$ cat src/hdl/nearest_centroid_radius_classifier_top_macros.svh
// Assertion macros for the nearest centroid classifier.
// Used by the top level only; no other dependency.
`ifndef NEAREST_CENTROID_RADIUS_CLASSIFIER_TOP_MACROS_SVH
`define NEAREST_CENTROID_RADIUS_CLASSIFIER_TOP_MACROS_SVH
// Implication checked on every clock edge outside reset.
`define NCRC_ASSERT_IMP(lbl, ante, cons, msg) \
  lbl: assert property (@(posedge clk) disable iff (rst) (ante) |-> (cons)) else $error(msg);
// Next-cycle implication outside reset.
`define NCRC_ASSERT_NEXT(lbl, ante, cons, msg) \
  lbl: assert property (@(posedge clk) disable iff (rst) (ante) |=> (cons)) else $error(msg);
`endif

$ cat src/hdl/ncrc_ram.sv
// Generic single-port-write, single-port-read RAM with registered read.
// No dependencies.
`default_nettype none
module ncrc_ram #(
  parameter int WIDTH = 16,
  parameter int DEPTH = 32
) (
  input  wire logic                     clk,
  input  wire logic                     we,
  input  wire logic [$clog2(DEPTH)-1:0] waddr,
  input  wire logic [WIDTH-1:0]         wdata,
  input  wire logic [$clog2(DEPTH)-1:0] raddr,
  output logic      [WIDTH-1:0]         rdata
);
  logic [WIDTH-1:0] mem [DEPTH];

  always_ff @(posedge clk) begin
    if (we) begin
      mem[waddr] <= wdata;
    end
    rdata <= mem[raddr];
  end
endmodule
`default_nettype wire

$ cat config.mk
export PLATFORM = sky130hd
export DESIGN_NAME = ncrc_ram
export DESIGN_NICKNAME = d
export VERILOG_FILES = /design/src/hdl/nearest_centroid_radius_classifier_top_macros.svh /design/src/hdl/ncrc_ram.sv
export SDC_FILE = /design/constraint.sdc
export NUM_CORES = 1
export LEC_CHECK = 0
export BUFFER_PORTS_ARGS = -buffer_cell sky130_fd_sc_hd__buf_2
export CELL_PAD_IN_SITES_DETAIL_PLACEMENT = 1
export CELL_PAD_IN_SITES_GLOBAL_PLACEMENT = 1
export CORE_MARGIN = 3
export CORE_UTILIZATION = 35
export CTS_CLUSTER_DIAMETER = 150
export DETAILED_ROUTE_END_ITERATION = 16
export GPL_TIMING_DRIVEN = 0
export PLACE_DENSITY_LB_ADDON = 0.3
export SYNTH_ARGS = -nofsm -noshare
export SYNTH_HDL_FRONTEND = slang
export SYNTH_SLANG_ARGS = --single-unit
$ cat constraint.sdc
create_clock -name clk -period 3.3 [get_ports clk]
set_input_delay 0.165 -clock clk [delete_from_list [all_inputs] [get_ports clk]]
set_output_delay 0.165 -clock clk [all_outputs]
set_load 0.03 [all_outputs]
==> results by stage <==
Status:
- The flow ran to the end, and the final reports show no timing, DRC or antenna violations.

Logic synthesis:
- The number of nets handed over by synthesis was 1171.
- In this run the mean area of a mapped cell was 18.0 sq um.
- The area share of the largest cell type after synthesis is 0.749.
- The post-synthesis cell type with the largest combined area is edfxtp_1.
- Synthesis inferred 528 register bits.
- By area the synthesized netlist is led by edfxtp_1 75%, mux2i_1 12%, a22oi_1 2.3%.
- The cell with the most instances after synthesis is edfxtp_1.
- Counting distinct cell types in the post-synthesis netlist gives 26.
- Synthesis produced a netlist whose cell count is 1143.
- The share of the Yosys chip area taken by registers is 0.764.
- After synthesis the cells add up to 20500 sq um.
- Among all flip-flop cells after synthesis, the most frequent one is edfxtp_1.
- The number of flops mapped to enable cells by yosys is 512.
- In the synthesized netlist, the cells that appear most often are 512 x edfxtp_1, 256 x mux2i_1, 64 x a22oi_1.
- The Yosys step of the flow raised 0 warnings.
- After synthesis, the share of flip-flops with an asynchronous set or reset is 0.

Timing:
- Setup repair after global routing left no endpoint under its margin.
- The measured slew at the worst slew-check pin is 1020 ps.
- The final max-slew violation count is 0.
- In the final timing run, aggregate negative setup slack is 0 ps.
- Hold timing on the final database bottoms out at a slack of 39.0 ps.
- Headroom to the max-slew limit came out at 0.316.
- The fraction of the cycle the final worst path needs is 0.669.
- The post-layout minimum cycle time is 2210 ps.
- The final worst clock skew is 17.2 ps.
- The achievable frequency is 453 MHz.
- The number of endpoints failing setup at the final stage is 0.
- The number of failing hold endpoints at the final stage was 0.

Routing:
- Dividing the detail-routed wire length by the instance count gives 26.6 microns.
- In the routed layout, each cell is associated on average with a via count of 5.25.
- Before antenna repair, the detailed router went through 5 iterations.
- The remaining antenna violation count after routing is 0.
- For this block, the initial DRC count from the detailed router was 800.
- Summed over all layers, the routed wires come to 54.9 mm.
- In the routed design, unresolved DRC markers number 0.
- The via count of the routed design is 10835.

Floorplan:
- The die is 248 microns tall.
- During I/O placement, the number of pins put on the boundary was 44.
- The floorplan step defined a die boundary enclosing 61600 sq um.
- The total core area is 57900 sq um.
- The initial utilization of the core area, before any placement, comes to 0.355.
- The die width is 248 microns.
- The row count is 88.

Power and ir drop:
- The worst-case IR drop observed on VDD is 0.000364 V.
- Power spread over the standard cell area amounts to 607 nW/um^2.
- For this design the static power due to leakage is 0.00826 uW.

Min path:
- The source of the worst hold timing path is raddr[4].
- For hold timing, the worst endpoint is rdata[1]$_DFF_P_.
- The tightest min-delay check is of the input port to flop type.
- The worst hold path passes through 3 cells.

Worst setup path:
- The data required time at the worst endpoint is 3750 ps.
- The worst setup path is launched from an input port.
- The count of cells along the worst register-to-register path is 5.
- The startpoint of the worst setup timing path is raddr[3].
- The capturing point of the worst reg2reg path is rdata[3]$_DFF_P_.
- The reg2reg setup slack is 1580 ps.
- The kind of end point of the critical path is a flop.
- Data on the critical path arrives at its endpoint at 2660 ps.
- The startpoint of the most critical register-to-register path is mem[1][3]$_DFFE_PP_.
- Along the worst path, the maximum fanout reaches 10.
- By startpoint and endpoint, the worst setup path is classified as input port to flop.

Clocking:
- The later pin in the worst-skew pair is clocked with a latency of 610 ps.
- In this run, post-CTS repair resized a total of 0 instances.
- The CTS tree is built.
- The register clock-pin slew on the reported worst setup and hold paths is 60 ps.
- For this design, the sink count on the clock tree is 528.
- In this run the number of H-tree levels came out at 2.
- The cell sitting at the root of the clock tree is a clkbuf_16.
- Counting the buffers created by CTS gives 54.
- Counting along the longest clock path gives a buffer depth of 3.

Finish:
- The count of cells in the finished layout, fillers not included, comes to 2065.
- For this run, the share of the core covered by cells in the final layout is 0.411.
- The share of layout cells above drive strength 1 is 0.174.
- For this run, the post-layout net count is 1285.
- Fill cells in the final layout number 5695.
- The total non-filler cell area in the finished layout is 23800 sq um.
- The area growth from synthesis to layout is 15.8%.

Place:
- The post-placement cell area is 22000 sq um.
- The number of placed instances, taps included, is 1965.
- Summed over all nets, the half-perimeter wirelength after detailed placement is 35.3 mm.
- The count of buffers added on input and output ports is 40.
- At the end of routability-driven placement, the weighted congestion stood at 0.821.

GRT:
- The overall track demand over capacity in global routing is 0.179.
- The number of antenna violations at the first check in global routing is 0.
- Summed over all layers, the global routing overflow is 0.
- The wire length of the first global-routing pass is 78.8 mm.
- The pin count of the biggest net entering global routing is 33.
- The number of global-route vias before repair was 11493.

Run:
- The reported max-cap violation count is 0.
cell families after synthesis:
kind of cell / share of synthesized area
buffers and inverters: 0.0263
multiplexers: 0.125
AO/OA/AOI/OAI: 0.0497
AND/OR/NAND/NOR: 0.0349
flip-flops: 0.764
what timing repair did:
action	in CTS	in global routing
setup buffers	0	0
hold buffers	1	0
hold endpoints to repair	1	0
per-stage QoR:
stage / power, uW / setup slack [ps]
3_5_place_dp: 8510 / 842
4_1_cts: 14600 / 1170
2_1_floorplan: 8090 / 1390
3_3_place_gp: 8480 / 377
6_report: 14400 / 1090
5_1_grt: 14900 / 1010
power breakdown:
group	internal, uW	switching [uW]
logic	265	619
registers	7460	24.1
clock network	3520	2560
total	11200	3200
worst max path at each step:
stage	to	slack, ps	depth (start not counted)
2_1_floorplan	mem[12][0]$_DFFE_PP_	1390	3
3_3_place_gp	mem[12][9]$_DFFE_PP_	380	4
3_5_place_dp	mem[8][7]$_DFFE_PP_	840	4
4_1_cts	rdata[5]$_DFF_P_	1170	8
5_1_grt	rdata[5]$_DFF_P_	1010	8
6_report	rdata[5]$_DFF_P_	1090	8
worst max-delay path: stages:
cell and delay, ps:
dlygate4sd3_1 540, buf_6 180, or2_1 180, buf_2 230
clkbuf_1 500, nor3_1 220, a31oi_1 420, nand3_1 190
sequential cells by signal, indices dropped and copies added (netlist names):
signal  count
mem       512
rdata      16
placed cells by master, fill, tap and decap left out, types with 18 or more instances in the layout:
cell type and n:
nor2_2 30, buf_8 18, a22o_1 32, mux2i_1 256, clkbuf_1 26, nand3_1 34, buf_4 19, edfxtp_1 512
clkbuf_16 58, buf_2 59, a21oi_1 32, nand2_1 33, a22oi_1 64
per-layer routing:
layer / share of wire / wire [microns] / up-vias / track usage
met3: 0.044 / 2400 / 81 / 0.0256
met5: 0 / 0 / - / 0
met1: 0.46 / 25100 / 5672 / 0.250
met2: 0.47 / 25600 / 289 / 0.286
met4: 0.034 / 1840 / 0 / 0.0645
li1: - / - / 4793 / -
cell type report:
type,count,area (sq um),share of cell area
Clock inverter,19,165,0.00694
Sequential cell,528,15700,0.660
Timing Repair Buffer,58,447,0.0188
Clock buffer,79,1600,0.0673
Tap cell,765,957,0.0402
Antenna cell,1,2.50,0.000105
Buffer,67,541,0.0227
Multi-Input combinational cell,548,4380,0.184
Note: power is estimated with default switching activity, not from simulation.
