`src/hdl/nearest_centroid_radius_classifier_top_macros.svh`:
```
// Assertion macros for the nearest centroid classifier.
// Used by the top level only; no other dependency.
`ifndef NEAREST_CENTROID_RADIUS_CLASSIFIER_TOP_MACROS_SVH
`define NEAREST_CENTROID_RADIUS_CLASSIFIER_TOP_MACROS_SVH
// Implication checked on every clock edge outside reset.
`define NCRC_ASSERT_IMP(lbl, ante, cons, msg) \
  lbl: assert property (@(posedge clk) disable iff (rst) (ante) |-> (cons)) else $error(msg);
// Next-cycle implication outside reset.
`define NCRC_ASSERT_NEXT(lbl, ante, cons, msg) \
  lbl: assert property (@(posedge clk) disable iff (rst) (ante) |=> (cons)) else $error(msg);
`endif

```
`src/hdl/ncrc_pkg.sv`:
```
// Shared types and constants for the nearest centroid classifier.
// No dependencies.
`default_nettype none
package ncrc_pkg;
  typedef enum logic [1:0] {
    CMD_CENTRE  = 2'd0,
    CMD_RADIUS  = 2'd1,
    CMD_EXAMPLE = 2'd2,
    CMD_RSVD    = 2'd3
  } cmd_t;

  localparam int COORD_W = 16;
  localparam int RADIUS_W = 17;
  localparam int LABEL_W = 8;
  localparam int SUM_W = 40;
  localparam int ROOT_W = 20;
  localparam logic [SUM_W-1:0] SUM_MAX = {SUM_W{1'b1}};

  localparam logic [1:0] REG_CLUSTER_COUNT = 2'd0;
  localparam logic [1:0] REG_DIMS_IN_USE   = 2'd1;
  localparam logic [1:0] REG_UNKNOWN_LABEL = 2'd2;
endpackage
`default_nettype wire

```
`src/hdl/ncrc_isqrt.sv`:
```
// Iterative floor square root, one result bit per radicand bit pair; start restarts it.
// Depends on ncrc_pkg.
`default_nettype none
module ncrc_isqrt (
  input  wire logic                        clk,
  input  wire logic                        rst,
  input  wire logic                        start,
  input  wire logic [ncrc_pkg::SUM_W-1:0]  radicand,
  output logic                             done,
  output logic      [ncrc_pkg::ROOT_W-1:0] root
);
  import ncrc_pkg::*;

  logic [SUM_W-1:0]  rem;
  logic [SUM_W-1:0]  x;
  logic [ROOT_W-1:0] count;
  logic [4:0]        step;
  logic              busy;
  logic [ROOT_W+1:0] trial;
  logic [ROOT_W+1:0] rem_hi;

  // restoring digit recurrence: bring in two radicand bits per step
  always_comb begin
    rem_hi = {rem[ROOT_W-1:0], x[SUM_W-1 -: 2]};
    trial  = {count, 2'b01};
  end

  always_ff @(posedge clk) begin
    if (rst) begin
      busy <= 1'b0;
      done <= 1'b0;
    end else begin
      done <= 1'b0;
      if (start) begin
        busy  <= 1'b1;
        x     <= radicand;
        rem   <= '0;
        count <= '0;
        step  <= '0;
      end else if (busy) begin
        x <= {x[SUM_W-3:0], 2'b00};
        if (rem_hi >= trial) begin
          rem   <= SUM_W'(rem_hi - trial);
          count <= {count[ROOT_W-2:0], 1'b1};
        end else begin
          rem   <= SUM_W'(rem_hi);
          count <= {count[ROOT_W-2:0], 1'b0};
        end
        step <= step + 5'd1;
        if (step == 5'(ROOT_W - 1)) begin
          busy <= 1'b0;
          done <= 1'b1;
        end
      end
    end
  end

  assign root = count;
endmodule
`default_nettype wire

```
`config.mk`:
```
export PLATFORM = sky130hd
export DESIGN_NAME = ncrc_isqrt
export DESIGN_NICKNAME = d
export VERILOG_FILES = /design/src/hdl/nearest_centroid_radius_classifier_top_macros.svh /design/src/hdl/ncrc_pkg.sv /design/src/hdl/ncrc_isqrt.sv
export SDC_FILE = /design/constraint.sdc
export NUM_CORES = 1
export LEC_CHECK = 0
export BUFFER_PORTS_ARGS = -buffer_cell sky130_fd_sc_hd__buf_2
export CAP_MARGIN = 25
export CORE_UTILIZATION = 55
export DETAILED_ROUTE_END_ITERATION = 12
export MAX_ROUTING_LAYER = met4
export PLACE_DENSITY = 0.84
export SLEW_MARGIN = 20
export SYNTH_ARGS = -nofsm -noshare
export SYNTH_HDL_FRONTEND = slang
export SYNTH_SLANG_ARGS = --single-unit
```
`constraint.sdc`:
```
create_clock -name clk -period 9.1 [get_ports clk]
set_input_delay 0 -clock clk [delete_from_list [all_inputs] [get_ports clk]]
set_output_delay 0 -clock clk [all_outputs]
set_load 0.01 [all_outputs]
```
==> results.toml <==
[power]
clockPowerShare_pct = 30.7
comb_power_share_pct = 21.5
powerDensity_nw_per_um2 = 179.8
pwr-share-seq_pct = 47.9
intPower_uw = 737.1
p_leak_nw = 2.275
p_switching_uw = 287.1
switching_share_pct = 28.03
total_power_mw = 1.024
ir_drop_mv = 0.1138

[sta]
finClkSkew_ps = 16.52
slew_viol_final = 0
finalSetupTns_ps = 0
worst_slew_pin_slew_ps = 938.6
rsz0062_at_grt = "false"
hold_viol = 0
post-route-period-util_pct = 34.16
slew_headroom_pct = 37.43
post-route-min-period_ps = 3108
max_freq_ghz = 0.3217
finalSetupViolations = 0

[layout]
instances_no_fill = 597
fin_area_um2 = 5695
drive_gt1_share_pct = 26.02
syn2layout_area_growth_pct = 22.00
antenna_cells = 0
post-route-util_pct = 69.32
nets = 553

[floorplanning]
dieWidth_um = 94.13
ios = 64
die_y_um = 94.13
initial_utilization_pct = 56.81
fp.dieArea_um2 = 8860
core_area_um2 = 8217
rows = 33

[critical_path]
required_ps = 9190
critPathLaunchType = "flip-flop"
path_class = "reg -> reg"
reg2reg_depth = 9
cp_cell_sequence = "ha_1 > nand4_1 > a211oi_1 > o21ai_1 > a21oi_2 > o31a_1 > buf_4 > mux2i_1 > nor2_1"
max_stage_delay_ps = 590
crit_path_end_kind = "flip-flop"
slowest_stage = "o31a_1"
critPathArrivalTime_ps = 3200
cp_max_fo = 15

[synthesis]
synth-edff-count = 85
synth_compound_area_share_pct = 9.729
yosys_warnings = 0
syn_inst = 385
ys.flop_type = "edfxtp_1"
synthSimpleGateAreaFrac_pct = 9.890
synth_seq_cells = 87
ys_seq_area_share_pct = 55.53
avgSynthCellArea_um2 = 12.13
synth_top_family_by_area = "multiplexers"
synth_fp_nets = 451
post_synth_num_cell_types = 44
synth_area_um2 = 4668
synth_adder_area_share_pct = 6.165
synth_xor_area_share_pct = 3.377
synth-async-reset-ratio_pct = 0
synthMuxAreaShare_pct = 11.53

[global_route]
antenna_found_initial = 0
gr-usage-all-layers_pct = 24.25
grt_max_degree = 87
grt_pass1_wl_um = 15790
grt_pass1_vias = 3474
overflow = 0

[clock_tree]
cts.sink_count = 87
clk_pin_slew_ps = 100
cts_tree = "built"
clk_latency_ps = 370
cts-root-buf = "clkbuf_8"
max-clock-path-buffers = 2
cts_max_level = 3
cts_resized = 0
numCtsBuffers = 9

[drt]
antenna_left = 0
drc = 0
dr.pass1.iters = 4
num_vias = 3312
via_per_inst = 5.548
wl_per_cell_um = 15.93
initialDrtViolationCount = 184
drt-total-wl_um = 9508

[min_path]
whs_path_depth = 3
hp-class = "in -> reg"

[outcome]
outcome = "finished clean"

[place]
place_congestion = 0.8708
hpwlAfterDp_um = 5786
io_buffers = 63
placed_area_um2 = 5059
dp_cells = 540

[job]
max_cap_viol_count = 0
==> state kept, by name (all words and copies together), names as in the netlist <==
register  count
busy          1
done          1
rem          20
root         20
step          5
x            40
==> repair_timing <==
| item | CTS | global route |
|---|---|---|
| buffers inserted | 0 | 0 |
| hold buffers | 41 | 0 |
| endpoints found under the hold margin | 41 | 0 |
==> cell usage after synthesis, types with 2 or more instances <==
cell / number / area share (%)
nand2b_1: 5 / 0.67
mux2i_1: 11 / 2.4
o21a_1: 3 / 0.48
edfxtp_1: 85 / 55
o21ai_1: 5 / 0.54
inv_1: 24 / 1.9
dfxtp_1: 2 / 0.86
o21ai_0: 8 / 0.86
mux2_2: 38 / 9.2
nand3_1: 6 / 0.64
buf_1: 4 / 0.32
o211ai_1: 6 / 0.96
buf_2: 3 / 0.32
o31a_1: 3 / 0.56
and2_1: 4 / 0.54
nor2b_1: 5 / 0.67
nor2_1: 47 / 3.8
o2bb2ai_1: 2 / 0.38
a211oi_2: 2 / 0.54
a21oi_1: 22 / 2.4
clkbuf_1: 6 / 0.48
a21o_1: 3 / 0.48
nand4_1: 5 / 0.67
xnor2_1: 9 / 1.7
xor2_1: 9 / 1.7
nand2_1: 21 / 1.7
a21oi_2: 3 / 0.56
ha_1: 23 / 6.2
buf_6: 3 / 0.72
nor3_1: 4 / 0.43
==> critical path: cells and delay by family, from the launching register on <==
kind / cells / cell delay [ps]
AND/OR/NAND/NOR: 2 / 260
adder cells (fa/ha/maj): 1 / 460
buffers and inverters: 1 / 350
AO/OA/AOI/OAI: 4 / 1120
flip-flops: 1 / 410
multiplexers: 1 / 220
==> cells in the final DEF, fill, tap and decap left out, drive strengths merged, types with 4 or more instances in the layout <==
| cell type | Yosys | layout |
|---|---|---|
| edfxtp | 85 | 85 |
| buf | 10 | 66 |
| nor2 | 47 | 47 |
| dlygate4sd3 | 0 | 41 |
| mux2 | 38 | 38 |
| inv | 24 | 27 |
| a21oi | 25 | 25 |
| ha | 23 | 23 |
| nand2 | 21 | 21 |
| o21ai | 13 | 13 |
| mux2i | 11 | 11 |
| xnor2 | 9 | 9 |
| xor2 | 9 | 9 |
| clkbuf | 6 | 9 |
| o211ai | 6 | 6 |
| nand3 | 6 | 6 |
| nand4 | 5 | 5 |
| nand2b | 5 | 5 |
| nor2b | 5 | 5 |
| nor3 | 4 | 4 |
| and2 | 4 | 4 |
==> logic make-up (layout without fill, tap and decap cells) <==
logic type,count (synthesis),after routing
compound gates,66,66
xor+xnor,18,18
fa+ha+maj,23,23
buf+inv,40,147
flops,87,87
mux,49,49
simple gates,102,102
==> routing by layer <==
layer | wire, um | global-route usage, % | vias to the layer above
met1 | 3896 | 27.16 | 1576
met5 | 0 | - | -
met3 | 399 | 6.472 | 21
li1 | - | - | 1608
met2 | 5002 | 42.27 | 107
met4 | 209 | 7.436 | 0
==> power by group through the flow <==
stage          registers, mW  clock network [mW]  logic [mW]
3_5_place_dp           0.499                   0       0.203
4_1_cts                0.490               0.315       0.217
5_1_grt                0.494               0.333       0.244
2_1_floorplan          0.500                   0       0.159
6_report               0.490               0.314       0.220
3_3_place_gp           0.498                   0       0.195
==> stage by stage <==
stage                     worst slack [ps]  hold WS [ps]
after detailed placement              5997         255.0
after floorplan                       4430         79.33
after CTS                             6003         403.0
final                                 5992         425.2
after global routing                  5666         424.4
after global placement                6070         236.4
==> cell type report <==
class / count / area (um2)
clock buffers: 9 / 123.9
flip-flops and latches: 87 / 2592
fillers: 580 / 2521
clock inverters: 7 / 102.6
repair buffers: 107 / 748.2
well taps: 105 / 131.4
multi-input cells: 258 / 1907
inverters: 24 / 90.09
==> path summary, 6_finish.rpt <==
| kind | from | endpoint | slack, ps |
|---|---|---|---|
| setup reg to reg | rem[11]$_SDFFCE_PP0P_ | rem[6]$_SDFFCE_PP0P_ | 5990 |
| hold reg to reg | busy$_SDFF_PP0_ | done$_SDFF_PP0_ | 560 |
| hold / removal | rst | done$_SDFF_PP0_ | 430 |
| setup / recovery | rem[11]$_SDFFCE_PP0P_ | rem[6]$_SDFFCE_PP0P_ | 5990 |
(Power assumes the default switching activity.)
